## config.mk

```make
export PLATFORM = sky130hd
export DESIGN_NAME = rational_arith_unit
export DESIGN_NICKNAME = d
export VERILOG_FILES = /design/src/sv/rau_pkg.sv /design/src/sv/rational_arith_unit.sv
export SDC_FILE = /design/constraint.sdc
export NUM_CORES = 2
export LEC_CHECK = 0
export BUFFER_PORTS_ARGS = -buffer_cell sky130_fd_sc_hd__buf_2
export CORE_MARGIN = 1
export CORE_UTILIZATION = 60
export CTS_CLUSTER_SIZE = 30
export DETAILED_ROUTE_END_ITERATION = 16
export MAX_ROUTING_LAYER = met4
export PLACE_DENSITY_LB_ADDON = 0.05
export SLEW_MARGIN = 20
export SYNTH_ARGS = -nofsm -noshare
export SYNTH_HDL_FRONTEND = slang
export SYNTH_SLANG_ARGS = --single-unit
```

## constraint.sdc

```tcl
create_clock -name i_clk -period 9.8 [get_ports i_clk]
set_clock_uncertainty 0.15 [all_clocks]
set_input_delay 0.49 -clock i_clk [delete_from_list [all_inputs] [get_ports i_clk]]
set_output_delay 0.49 -clock i_clk [all_outputs]
set_load 0.03 [all_outputs]
```

## src/sv/rau_pkg.sv

```systemverilog
// Package for the rational arithmetic unit: widths, operation codes,
// state encoding and request/result beat types. No dependencies.
package rau_pkg;

    localparam int OPERAND_WIDTH = 16;
    localparam int NUM_W         = OPERAND_WIDTH;
    localparam int DEN_W         = OPERAND_WIDTH - 1;
    localparam int RES_NUM_W     = 32;
    localparam int RES_DEN_W     = 31;

    typedef enum logic [1:0] {
        OP_ADD = 2'd0,
        OP_SUB = 2'd1,
        OP_MUL = 2'd2,
        OP_DIV = 2'd3
    } t_op;

    typedef enum logic [3:0] {
        S_IDLE,
        S_MUL_A,
        S_MUL_B,
        S_MUL_C,
        S_MUL_D,
        S_MAG,
        S_GCD,
        S_GMOD,
        S_QNUM,
        S_QDEN,
        S_DONE
    } t_state;

    typedef struct packed {
        t_op                     req_type;
        logic signed [NUM_W-1:0] a_num;
        logic [DEN_W-1:0]        a_den;
        logic signed [NUM_W-1:0] b_num;
        logic [DEN_W-1:0]        b_den;
    } t_req;

    typedef struct packed {
        logic signed [RES_NUM_W-1:0] res_num;
        logic [RES_DEN_W-1:0]        res_den;
        logic                        div_zero;
    } t_res;

endpackage

```

## src/sv/rational_arith_unit.sv

```systemverilog
// Rational arithmetic unit: cross products on a shared multiplier, then
// Euclid GCD and reduction on one shared restoring divider. Uses rau_pkg.
// Sequence: cross products on the multiplier, then per Euclid step a setup state and a
// divider run, then two divider runs to reduce and a register for the result; the Euclid
// steps are skipped when a part is zero. One item in flight; the next request is taken
// the cycle after the result is registered. Reset (synchronous, active low) drops any beat.
module rational_arith_unit
    import rau_pkg::*;
(
    input  logic i_clk,
    input  logic i_rst_n,
    input  logic i_in_valid,
    output logic o_in_ready,
    input  t_req i_in,
    output logic o_out_valid,
    input  logic i_out_ready,
    output t_res o_out
);

    localparam int W  = OPERAND_WIDTH;
    localparam int PW = 2 * W + 1;
    localparam int MW = 2 * W;
    localparam int CW = $clog2(MW);
    localparam int EW = (MW > 33) ? MW : 33;

    t_state r_state, n_state;
    logic   r_out_valid, n_out_valid;
    t_res   r_out, n_out;
    t_req   r_req, n_req;

    logic signed [MW-1:0] r_prod, n_prod;
    logic signed [PW-1:0] r_num, n_num;
    logic signed [PW-1:0] r_den, n_den;
    logic                 r_sn, n_sn;
    logic                 r_sd, n_sd;
    logic [MW-1:0]        r_an, n_an;
    logic [MW-1:0]        r_ad, n_ad;
    logic [MW-1:0]        r_x, n_x;
    logic [MW-1:0]        r_y, n_y;
    logic [MW-1:0]        r_g, n_g;
    logic [MW-1:0]        r_qn, n_qn;
    logic [MW-1:0]        r_dvd, n_dvd;
    logic [MW-1:0]        r_dvs, n_dvs;
    logic [MW-1:0]        r_rem, n_rem;
    logic [CW-1:0]        r_cnt, n_cnt;

    logic signed [W-1:0]  mul_a, mul_b;
    logic signed [MW-1:0] mul_p;
    logic [MW:0]          div_t, div_r;
    logic                 div_ge, div_last;
    logic [MW-1:0]        div_q, div_rem;
    logic [PW-1:0]        num_abs, den_abs;
    logic [EW-1:0]        qn_ext, qd_ext;
    logic                 neg;
    t_res                 res;

    assign mul_p = mul_a * mul_b;

    assign div_t    = {r_rem, r_dvd[MW-1]};
    assign div_ge   = div_t >= {1'b0, r_dvs};
    assign div_r    = div_ge ? (div_t - {1'b0, r_dvs}) : div_t;
    assign div_rem  = div_r[MW-1:0];
    assign div_q    = {r_dvd[MW-2:0], div_ge};
    assign div_last = (r_cnt == CW'(MW - 1));

    assign num_abs = r_num[PW-1] ? (-r_num) : r_num;
    assign den_abs = r_den[PW-1] ? (-r_den) : r_den;

    always_comb begin
        qn_ext = EW'(r_qn);
        qd_ext = EW'(div_q);
        neg    = r_sn ^ r_sd;
        res    = '0;
        if (r_an == '0) begin
            res.res_num = '0;
            res.res_den = RES_DEN_W'(1);
        end else begin
            if (neg) begin
                if (qn_ext > EW'(64'h8000_0000)) begin
                    res.res_num = 32'sh8000_0000;
                end else begin
                    res.res_num = -qn_ext[RES_NUM_W-1:0];
                end
            end else begin
                if (qn_ext > EW'(64'h7FFF_FFFF)) begin
                    res.res_num = 32'sh7FFF_FFFF;
                end else begin
                    res.res_num = qn_ext[RES_NUM_W-1:0];
                end
            end
            if (qd_ext > EW'(64'h7FFF_FFFF)) begin
                res.res_den = 31'h7FFF_FFFF;
            end else begin
                res.res_den = qd_ext[RES_DEN_W-1:0];
            end
            res.div_zero = (r_ad == '0);
        end
    end

    always_comb begin
        n_state     = r_state;
        n_out_valid = r_out_valid;
        n_out       = r_out;
        n_req       = r_req;
        n_prod      = r_prod;
        n_num       = r_num;
        n_den       = r_den;
        n_sn        = r_sn;
        n_sd        = r_sd;
        n_an        = r_an;
        n_ad        = r_ad;
        n_x         = r_x;
        n_y         = r_y;
        n_g         = r_g;
        n_qn        = r_qn;
        n_dvd       = div_q;
        n_dvs       = r_dvs;
        n_rem       = div_rem;
        n_cnt       = r_cnt + CW'(1);
        mul_a       = r_req.a_num;
        mul_b       = signed'({1'b0, r_req.b_den});
        o_in_ready  = (r_state == S_IDLE);

        if (r_out_valid && i_out_ready) begin
            n_out_valid = 1'b0;
        end

        case (r_state)
            S_IDLE: begin
                if (i_in_valid) begin
                    n_req   = i_in;
                    n_state = S_MUL_A;
                end
            end
            S_MUL_A: begin
                mul_a = r_req.a_num;
                mul_b = (r_req.req_type == OP_MUL) ? r_req.b_num
                                                   : signed'({1'b0, r_req.b_den});
                n_prod  = mul_p;
                n_state = S_MUL_B;
            end
            S_MUL_B: begin
                mul_a   = signed'({1'b0, r_req.a_den});
                mul_b   = r_req.b_num;
                n_num   = {r_prod[MW-1], r_prod};
                n_prod  = mul_p;
                n_state = S_MUL_C;
            end
            S_MUL_C: begin
                mul_a = signed'({1'b0, r_req.a_den});
                mul_b = signed'({1'b0, r_req.b_den});
                case (r_req.req_type)
                    OP_ADD:  n_num = r_num + {r_prod[MW-1], r_prod};
                    OP_SUB:  n_num = r_num - {r_prod[MW-1], r_prod};
                    OP_DIV:  n_den = {r_prod[MW-1], r_prod};
                    default: n_num = r_num;
                endcase
                n_prod  = mul_p;
                n_state = S_MUL_D;
            end
            S_MUL_D: begin
                if (r_req.req_type != OP_DIV) begin
                    n_den = {r_prod[MW-1], r_prod};
                end
                n_state = S_MAG;
            end
            S_MAG: begin
                n_sn = r_num[PW-1];
                n_sd = r_den[PW-1];
                n_an = num_abs[MW-1:0];
                n_ad = den_abs[MW-1:0];
                n_x  = num_abs[MW-1:0];
                n_y  = den_abs[MW-1:0];
                if (num_abs == '0 || den_abs == '0) begin
                    n_g     = MW'(1);
                    n_dvd   = num_abs[MW-1:0];
                    n_dvs   = MW'(1);
                    n_rem   = '0;
                    n_cnt   = '0;
                    n_state = S_QNUM;
                end else begin
                    n_state = S_GCD;
                end
            end
            S_GCD: begin
                n_rem = '0;
                n_cnt = '0;
                if (r_y == '0) begin
                    n_g     = r_x;
                    n_dvd   = r_an;
                    n_dvs   = r_x;
                    n_state = S_QNUM;
                end else begin
                    n_dvd   = r_x;
                    n_dvs   = r_y;
                    n_state = S_GMOD;
                end
            end
            S_GMOD: begin
                if (div_last) begin
                    n_x     = r_y;
                    n_y     = div_rem;
                    n_state = S_GCD;
                end
            end
            S_QNUM: begin
                if (div_last) begin
                    n_qn    = div_q;
                    n_dvd   = r_ad;
                    n_dvs   = r_g;
                    n_rem   = '0;
                    n_cnt   = '0;
                    n_state = S_QDEN;
                end
            end
            S_QDEN: begin
                if (div_last) begin
                    n_state = S_DONE;
                    n_rem   = r_rem;
                    n_dvd   = r_dvd;
                    n_cnt   = r_cnt;
                end
            end
            S_DONE: begin
                n_dvd = r_dvd;
                n_rem = r_rem;
                n_cnt = r_cnt;
                if (!r_out_valid || i_out_ready) begin
                    n_out       = res;
                    n_out_valid = 1'b1;
                    n_state     = S_IDLE;
                end
            end
            default: begin
                n_state = S_IDLE;
            end
        endcase
    end

    // The divider registers hold their last-step values in S_DONE, so div_q still gives the final quotient.

    always_ff @(posedge i_clk) begin
        if (!i_rst_n) begin
            r_state     <= S_IDLE;
            r_out_valid <= 1'b0;
        end else begin
            r_state     <= n_state;
            r_out_valid <= n_out_valid;
        end
    end

    always_ff @(posedge i_clk) begin
        r_out  <= n_out;
        r_req  <= n_req;
        r_prod <= n_prod;
        r_num  <= n_num;
        r_den  <= n_den;
        r_sn   <= n_sn;
        r_sd   <= n_sd;
        r_an   <= n_an;
        r_ad   <= n_ad;
        r_x    <= n_x;
        r_y    <= n_y;
        r_g    <= n_g;
        r_qn   <= n_qn;
        r_dvd  <= n_dvd;
        r_dvs  <= n_dvs;
        r_rem  <= n_rem;
        r_cnt  <= n_cnt;
    end

    assign o_out_valid = r_out_valid;
    assign o_out       = r_out;

endmodule
```

# Word-level counts from Yosys, hierarchy flattened
# Index checks and enable logic that the tools add are counted.
# totals
reg_bits	526
latch_bits	0
ram_bits	0
rom_bits	0
input_bits	68
out_inout_bits	66
word_cells	144
memories	0
# classes
add_sub_neg	7
multipliers	1
div_mod_pow	0
n_lt_le_gt_ge	4
n_eq_ne	26
n_shift	0
n_mux	49
bitwise_logic	2
reduce_logical	29
# op_table
op	n
32-bit two-way mux	17
32-bit one-hot mux with 5 select lines	2
33-bit one-hot mux with 2 select lines	3
32-bit one-hot mux with 2 select lines	3
33-bit two-way mux	4
32-bit logical NOT	3
32-bit one-hot mux with 3 select lines	1
33-bit logical NOT	2
33-bit negator	2
32-bit by 31-bit > comparator with 1-bit output (second input constant)	2
4-bit one-hot mux with 11 select lines	1
33-bit adder	1
33-bit by 32-bit >= comparator with 1-bit output	1
33-bit subtractor	1
32-bit > comparator (second input constant)	1
16-bit by 16-bit multiplier with 32-bit output	1
16-bit two-way mux	2
32-bit negator	1
16-bit one-hot mux with 2 select lines	1
32-bit subtractor	1
31-bit two-way mux	1
4-bit two-way mux	7
5-bit one-hot mux with 5 select lines	1
2-bit inequality test (second input constant)	11
other kinds (25)	48

# Longest topological paths before layout
# depth
depth_word	6
mapped_depth	31
depth_no_buf	29

# Worst setup path after synthesis
# Ideal clock, no wire load.
# synth_path
path_type	flip-flop to flip-flop
from	register r_state[1]
to	register r_prod[31], data pin
setup_ns	0.260
t_arrival_ns	7.427
required_time_ns	9.390
path_slack_ns	1.963
path_stages_with_launch	27
n_path_buf	3
synth_period_minus_slack_ns	7.837
path_cell_list	dfxtp_1 clkbuf_1 nand2b_1 nor2_1 clkbuf_1 buf_1 mux2_2 nand2_1 fa_1 fa_1 fa_1 fa_1 inv_1 fa_1 inv_1 fa_1 inv_1 ha_1 and3_1 a32oi_1 o221ai_1 o211ai_1 nand3_1 nor4_1 o41ai_1 a21oi_1 xnor2_1
# synth_between
elab_chain_len	4
word_cells_on_any_way	7
classes_between	mul (1); eq/ne (3); mux (2); reduce/logical (1)
# synth_lines
element	line	rtl
start: declaration	rational_arith_unit.sv:26	t_state r_state, n_state;
start signal: assignment	rational_arith_unit.sv:247	r_state <= n_state;
4-bit by 2-bit == test with 1-bit output	rational_arith_unit.sv:128	case (r_state)
2-bit OR reduction (no source line)	--	
16-bit two-way mux	rational_arith_unit.sv:128	
16-bit by 16-bit multiplier with 32-bit output *	rational_arith_unit.sv:57	assign mul_p = mul_a * mul_b;
named net mul_p[31]	rational_arith_unit.sv:48	logic signed [MW-1:0] mul_p;
end signal: assignment	rational_arith_unit.sv:255	r_prod <= n_prod;
end: declaration	rational_arith_unit.sv:31	logic signed [MW-1:0] r_prod, n_prod;
# The timed path passes the listed nets; every way through them passes the cells marked *.
# A chain may end at the register's enable or synchronous reset.

# Worst setup path after layout
# Ends and elaborated chain as after synthesis.

==> out/metrics.sh <==
CLOCK_BUFFER_DEPTH=3
SYNTH_CELL_TYPES=83
DETAIL_ROUTE.VIAS_PER_CELL=6.20
SYNTHDOMINANTAREACELLTYPE='sky130_fd_sc_hd__edfxtp_1'
CTS.REPAIR_TIMING.SETUP_BUFFER_COUNT=0
IO_PINS=134
NUMBER_OF_SETUP_VIOLATIONS_IN_THE_FINAL_REPORT=0
GRT_ANTENNA_BEFORE_REPAIR=3
GR-USAGE-MET3_PCT=7.05
CRITICAL_PATH_START_TYPE='flop'
CLK_PIN_SLEW_WORST_PATHS_NS=0.06
GRT.MET2_USAGE_PCT=57.2
FP.DIEW_UM=253
LAYOUT_SETUP_WS_NS=0.908
CRIT_ARRIVAL_NS=9.12
GRT-BUSIEST-LAYER='met2'
SYNTH_TOP_FLOP_CELL='sky130_fd_sc_hd__edfxtp_1'
CLOCK_SINK_COUNT=525
SYNTH-EDFF-COUNT=520
GRT_SETUP_UNREPAIRED='no'
DP_HPWL_UM=83700
FP.DIEAREA_UM2=63900
MOST_COMMON_CELL_AFTER_LAYOUT_FILL_AND_TAPS_ASIDE='sky130_fd_sc_hd__edfxtp_1'
CTS_TREE='yes'
YOSYSWARNINGCOUNT=0
GRT_UTIL_MET1_PCT=46.3
FLOORPLAN.INITIALDENSITY_PCT=60.9
AREAGROWTHSYNTHTOFINISH_PCT=11.0
SYNTH_TOP_CELLS_BY_AREA='sky130_fd_sc_hd__edfxtp_1 41%, sky130_fd_sc_hd__fa_1 14%, sky130_fd_sc_hd__ha_1 5.0%, sky130_fd_sc_hd__nor2_1 4.4%, sky130_fd_sc_hd__inv_1 3.9%'
SYNTH.FF_LATCH_COUNT=525
TIMING.CRITICAL_PATH.REQUIRED_NS=10.02
NETLIST_INSTANCES=3700
FINAL_NET_COUNT=4342
SYNTH-SEQ-AREA-SHARE_PCT=41.6
DIE_H_UM=253
ANT_NETS=0
SYN-NUM-NETS=4184
DP_WORST_SETUP_SLACK_NS=1.12
CPLARGESTDELAYFAMILY='adder cells'
TIMING.CRITICAL_PATH.FANOUT_MAX=23
ROUTED-VIA-COUNT=29406
DETAIL_ROUTE.DRC_VIOLATIONS=0
LAYOUT.CELLS.MOST_COMMON_LIST='520 x sky130_fd_sc_hd__edfxtp_1, 440 x sky130_fd_sc_hd__nor2_1, 393 x sky130_fd_sc_hd__inv_1'
HP-CLASS='in -> reg'
CRITICAL_PATH_BUF_INV_COUNT=5
GRT_START_MAX_NET_PINS=96
TIMING.SETUP.CRITICAL_PATH_CLASS='reg -> reg'
DRTPASS1ITERATIONS=7
ASYNCSETRESETFLOPFRACSYNTH_PCT=0
CLOCKROOTBUFFER='sky130_fd_sc_hd__clkbuf_16'
RUN_STATUS='completed'
GLOBAL_ROUTE_WIRE_LENGTH_BEFORE_REPAIR_UM=169000
VIAS_IN_THE_FIRST_GLOBAL_ROUTE=29113
GLOBAL_ROUTE_USAGE_SUM_PCT=36.3
YOSYS.AREA.TOP_TYPE_SHARE_PCT=41.4
FINALWIRELENGTH_UM=111000
ROUTEDWLPERCELL_UM=23.5
POST-ROUTE-MIN-PERIOD_NS=8.89
SYNTH_AREA_PER_CELL_UM2=10.2
FINAL.PERIOD_UTILIZATION_PCT=90.7
ENDPOINT_KIND='flop'
DRIVE_ABOVE_1_SHARE_PCT=9.33
CRITICAL-PATH-MAX-STAGE-DELAY_NS=0.81
FINAL_MAX_SLEW_VIOL_COUNT=0
TIMING.SETUP.TNS_NS=0
TIMING.MAX_CAP.VIOLATIONS=0
GRT_OVERFLOW=0
FINALHOLDVIOLCOUNT=0
PLACE.GP.CONGESTION=0.975
SYNTHESIZED_AREA_UM2=37700
CTS_INSERTED_BUFFERS=56
RELSLEWSLACK_PCT=19.2
DRT_ITER0_MARKERS=3096
CLK-INSERTION-DELAY-LATE_NS=0.64
CORE_REGION_AREA_UM2=61900
H-TREE-DEPTH=2
CRITICAL_PATH.SLOWEST_CELL='sky130_fd_sc_hd__dfxtp_1'
TIMING.FMAX_MHz=112
WORST_PATH_MOST_REPEATED_CELL='sky130_fd_sc_hd__fa_1'
NUMPORTBUFFERS=133
MAX_SLEW.WORST_PIN.SLEW_NS=1.20
ROWS=91
[timing repair]
| action | CTS | global route |
|---|---|---|
| hold endpoints to repair | 64 | 0 |
| gates resized for setup | 0 | 0 |
| hold buffers | 64 | 0 |
[per-stage QoR]
| stage | area (um2) | utilization, % | hold WS [ns] | std cells |
|---|---|---|---|---|
| finish | 41900 | 67.6 | 0.0299 | 4743 |
| global route | 41900 | 67.6 | 0.0381 | 4742 |
| CTS | 41900 | 67.6 | 0.0237 | 4738 |
| detailed placement | 39300 | 63.5 | 0.367 | 4573 |
| global placement | 39300 | 63.5 | 0.360 | 4573 |
| floorplan | 37700 | - | 0.274 | 3700 |
[logic make-up after synthesis]
| logic type | share of synthesized area, % |
|---|---|
| AOI/OAI and AO/OA | 12.4 |
| xor gates and xnor gates | 4.29 |
| adders and majority gates | 19.0 |
| buffers and inverters | 5.56 |
| DFF | 41.6 |
| muxes | 3.27 |
| and+or+nand+nor | 13.8 |
[flip-flops by register name, indices dropped and copies added, names as in the netlist, 32 cells and up]
name,cells
o_out,64
r_ad,32
r_an,32
r_den,32
r_dvd,32
r_dvs,32
r_g,32
r_num,33
r_prod,32
r_qn,32
r_rem,32
r_req,64
r_x,32
r_y,32
[worst reg2reg max path: stages, from the launching register on]
cell and delay (ns):
sky130_fd_sc_hd__dfxtp_1 0.81, sky130_fd_sc_hd__nand2b_1 0.37, sky130_fd_sc_hd__nor2_4 0.22, sky130_fd_sc_hd__buf_4 0.37
sky130_fd_sc_hd__mux2i_1 0.76, sky130_fd_sc_hd__nor2_1 0.15, sky130_fd_sc_hd__fa_1 0.56, sky130_fd_sc_hd__inv_1 0.05
sky130_fd_sc_hd__fa_1 0.50, sky130_fd_sc_hd__fa_1 0.51, sky130_fd_sc_hd__inv_1 0.05, sky130_fd_sc_hd__ha_1 0.30
sky130_fd_sc_hd__fa_1 0.53, sky130_fd_sc_hd__inv_1 0.05, sky130_fd_sc_hd__fa_1 0.53, sky130_fd_sc_hd__inv_1 0.04
sky130_fd_sc_hd__ha_1 0.33, sky130_fd_sc_hd__a211oi_1 0.25, sky130_fd_sc_hd__o211ai_1 0.19, sky130_fd_sc_hd__a32oi_1 0.47
sky130_fd_sc_hd__o221ai_1 0.36, sky130_fd_sc_hd__o211ai_1 0.27, sky130_fd_sc_hd__nand3_1 0.11, sky130_fd_sc_hd__nor4_1 0.29
sky130_fd_sc_hd__o41ai_1 0.13, sky130_fd_sc_hd__a21oi_1 0.20, sky130_fd_sc_hd__xnor2_1 0.08
[path summary, 6_finish.rpt]
path	slack, ns	to	cells after the start	from
setup / recovery	0.91	r_prod[31]	26	r_state[1]
hold / removal	0.03	r_req[61]	1	i_in[61]
hold reg to reg	0.37	r_dvs[19]	2	r_g[19]
setup reg to reg	0.91	r_prod[31]	26	r_state[1]
[area by class of cell]
cell class,count,area [um2]
well taps,837,1050
diodes,5,12.5
flip-flops and latches,525,15700
fillers,4947,20100
multi-input cells,2631,20000
clock buffers,67,1440
clock inverters,34,428
repair buffers,250,1710
inverters,394,1480
[cells in the mapped netlist, types with 5 or more instances]
cell type                   count
sky130_fd_sc_hd__a211oi_1      16
sky130_fd_sc_hd__a21boi_0      10
sky130_fd_sc_hd__a21o_1        30
sky130_fd_sc_hd__a21oi_1      240
sky130_fd_sc_hd__a2bb2oi_1     27
sky130_fd_sc_hd__a31oi_1       22
sky130_fd_sc_hd__and2_1        41
sky130_fd_sc_hd__and3_1        22
sky130_fd_sc_hd__buf_1          6
sky130_fd_sc_hd__buf_6          7
sky130_fd_sc_hd__clkbuf_1     134
sky130_fd_sc_hd__dfxtp_1        5
sky130_fd_sc_hd__edfxtp_1     520
sky130_fd_sc_hd__fa_1         264
sky130_fd_sc_hd__ha_1         152
sky130_fd_sc_hd__inv_1        394
sky130_fd_sc_hd__mux2_2        50
sky130_fd_sc_hd__mux2i_1       67
sky130_fd_sc_hd__nand2_1      326
sky130_fd_sc_hd__nand2b_1      32
sky130_fd_sc_hd__nand3_1       49
sky130_fd_sc_hd__nand3b_1       6
sky130_fd_sc_hd__nand4_1       22
sky130_fd_sc_hd__nor2_1       447
sky130_fd_sc_hd__nor2b_1       14
sky130_fd_sc_hd__nor3_1        54
sky130_fd_sc_hd__nor3b_1        8
sky130_fd_sc_hd__nor4_1        47
sky130_fd_sc_hd__o2111ai_1      6
sky130_fd_sc_hd__o211ai_1      17
sky130_fd_sc_hd__o21a_1        24
sky130_fd_sc_hd__o21ai_0      252
sky130_fd_sc_hd__o21ai_1        5
sky130_fd_sc_hd__o21bai_1      13
sky130_fd_sc_hd__o31a_1         5
sky130_fd_sc_hd__o31ai_1       33
sky130_fd_sc_hd__o41ai_1       19
sky130_fd_sc_hd__or2_2          9
sky130_fd_sc_hd__or3_1         28
sky130_fd_sc_hd__or4_1         18
sky130_fd_sc_hd__xnor2_1      123
sky130_fd_sc_hd__xor2_1        62
[layer usage]
layer  vias to the layer above  share of wire, %
li1                      13207                 -
met3                       273               9.0
met4                         0               4.5
met2                      1368                47
met1                     14558                39
met5                         -                 0
Power is left out: the tool's default activity adds up to more than one toggle a clock period on the data nets, which glitch-free logic cannot reach.
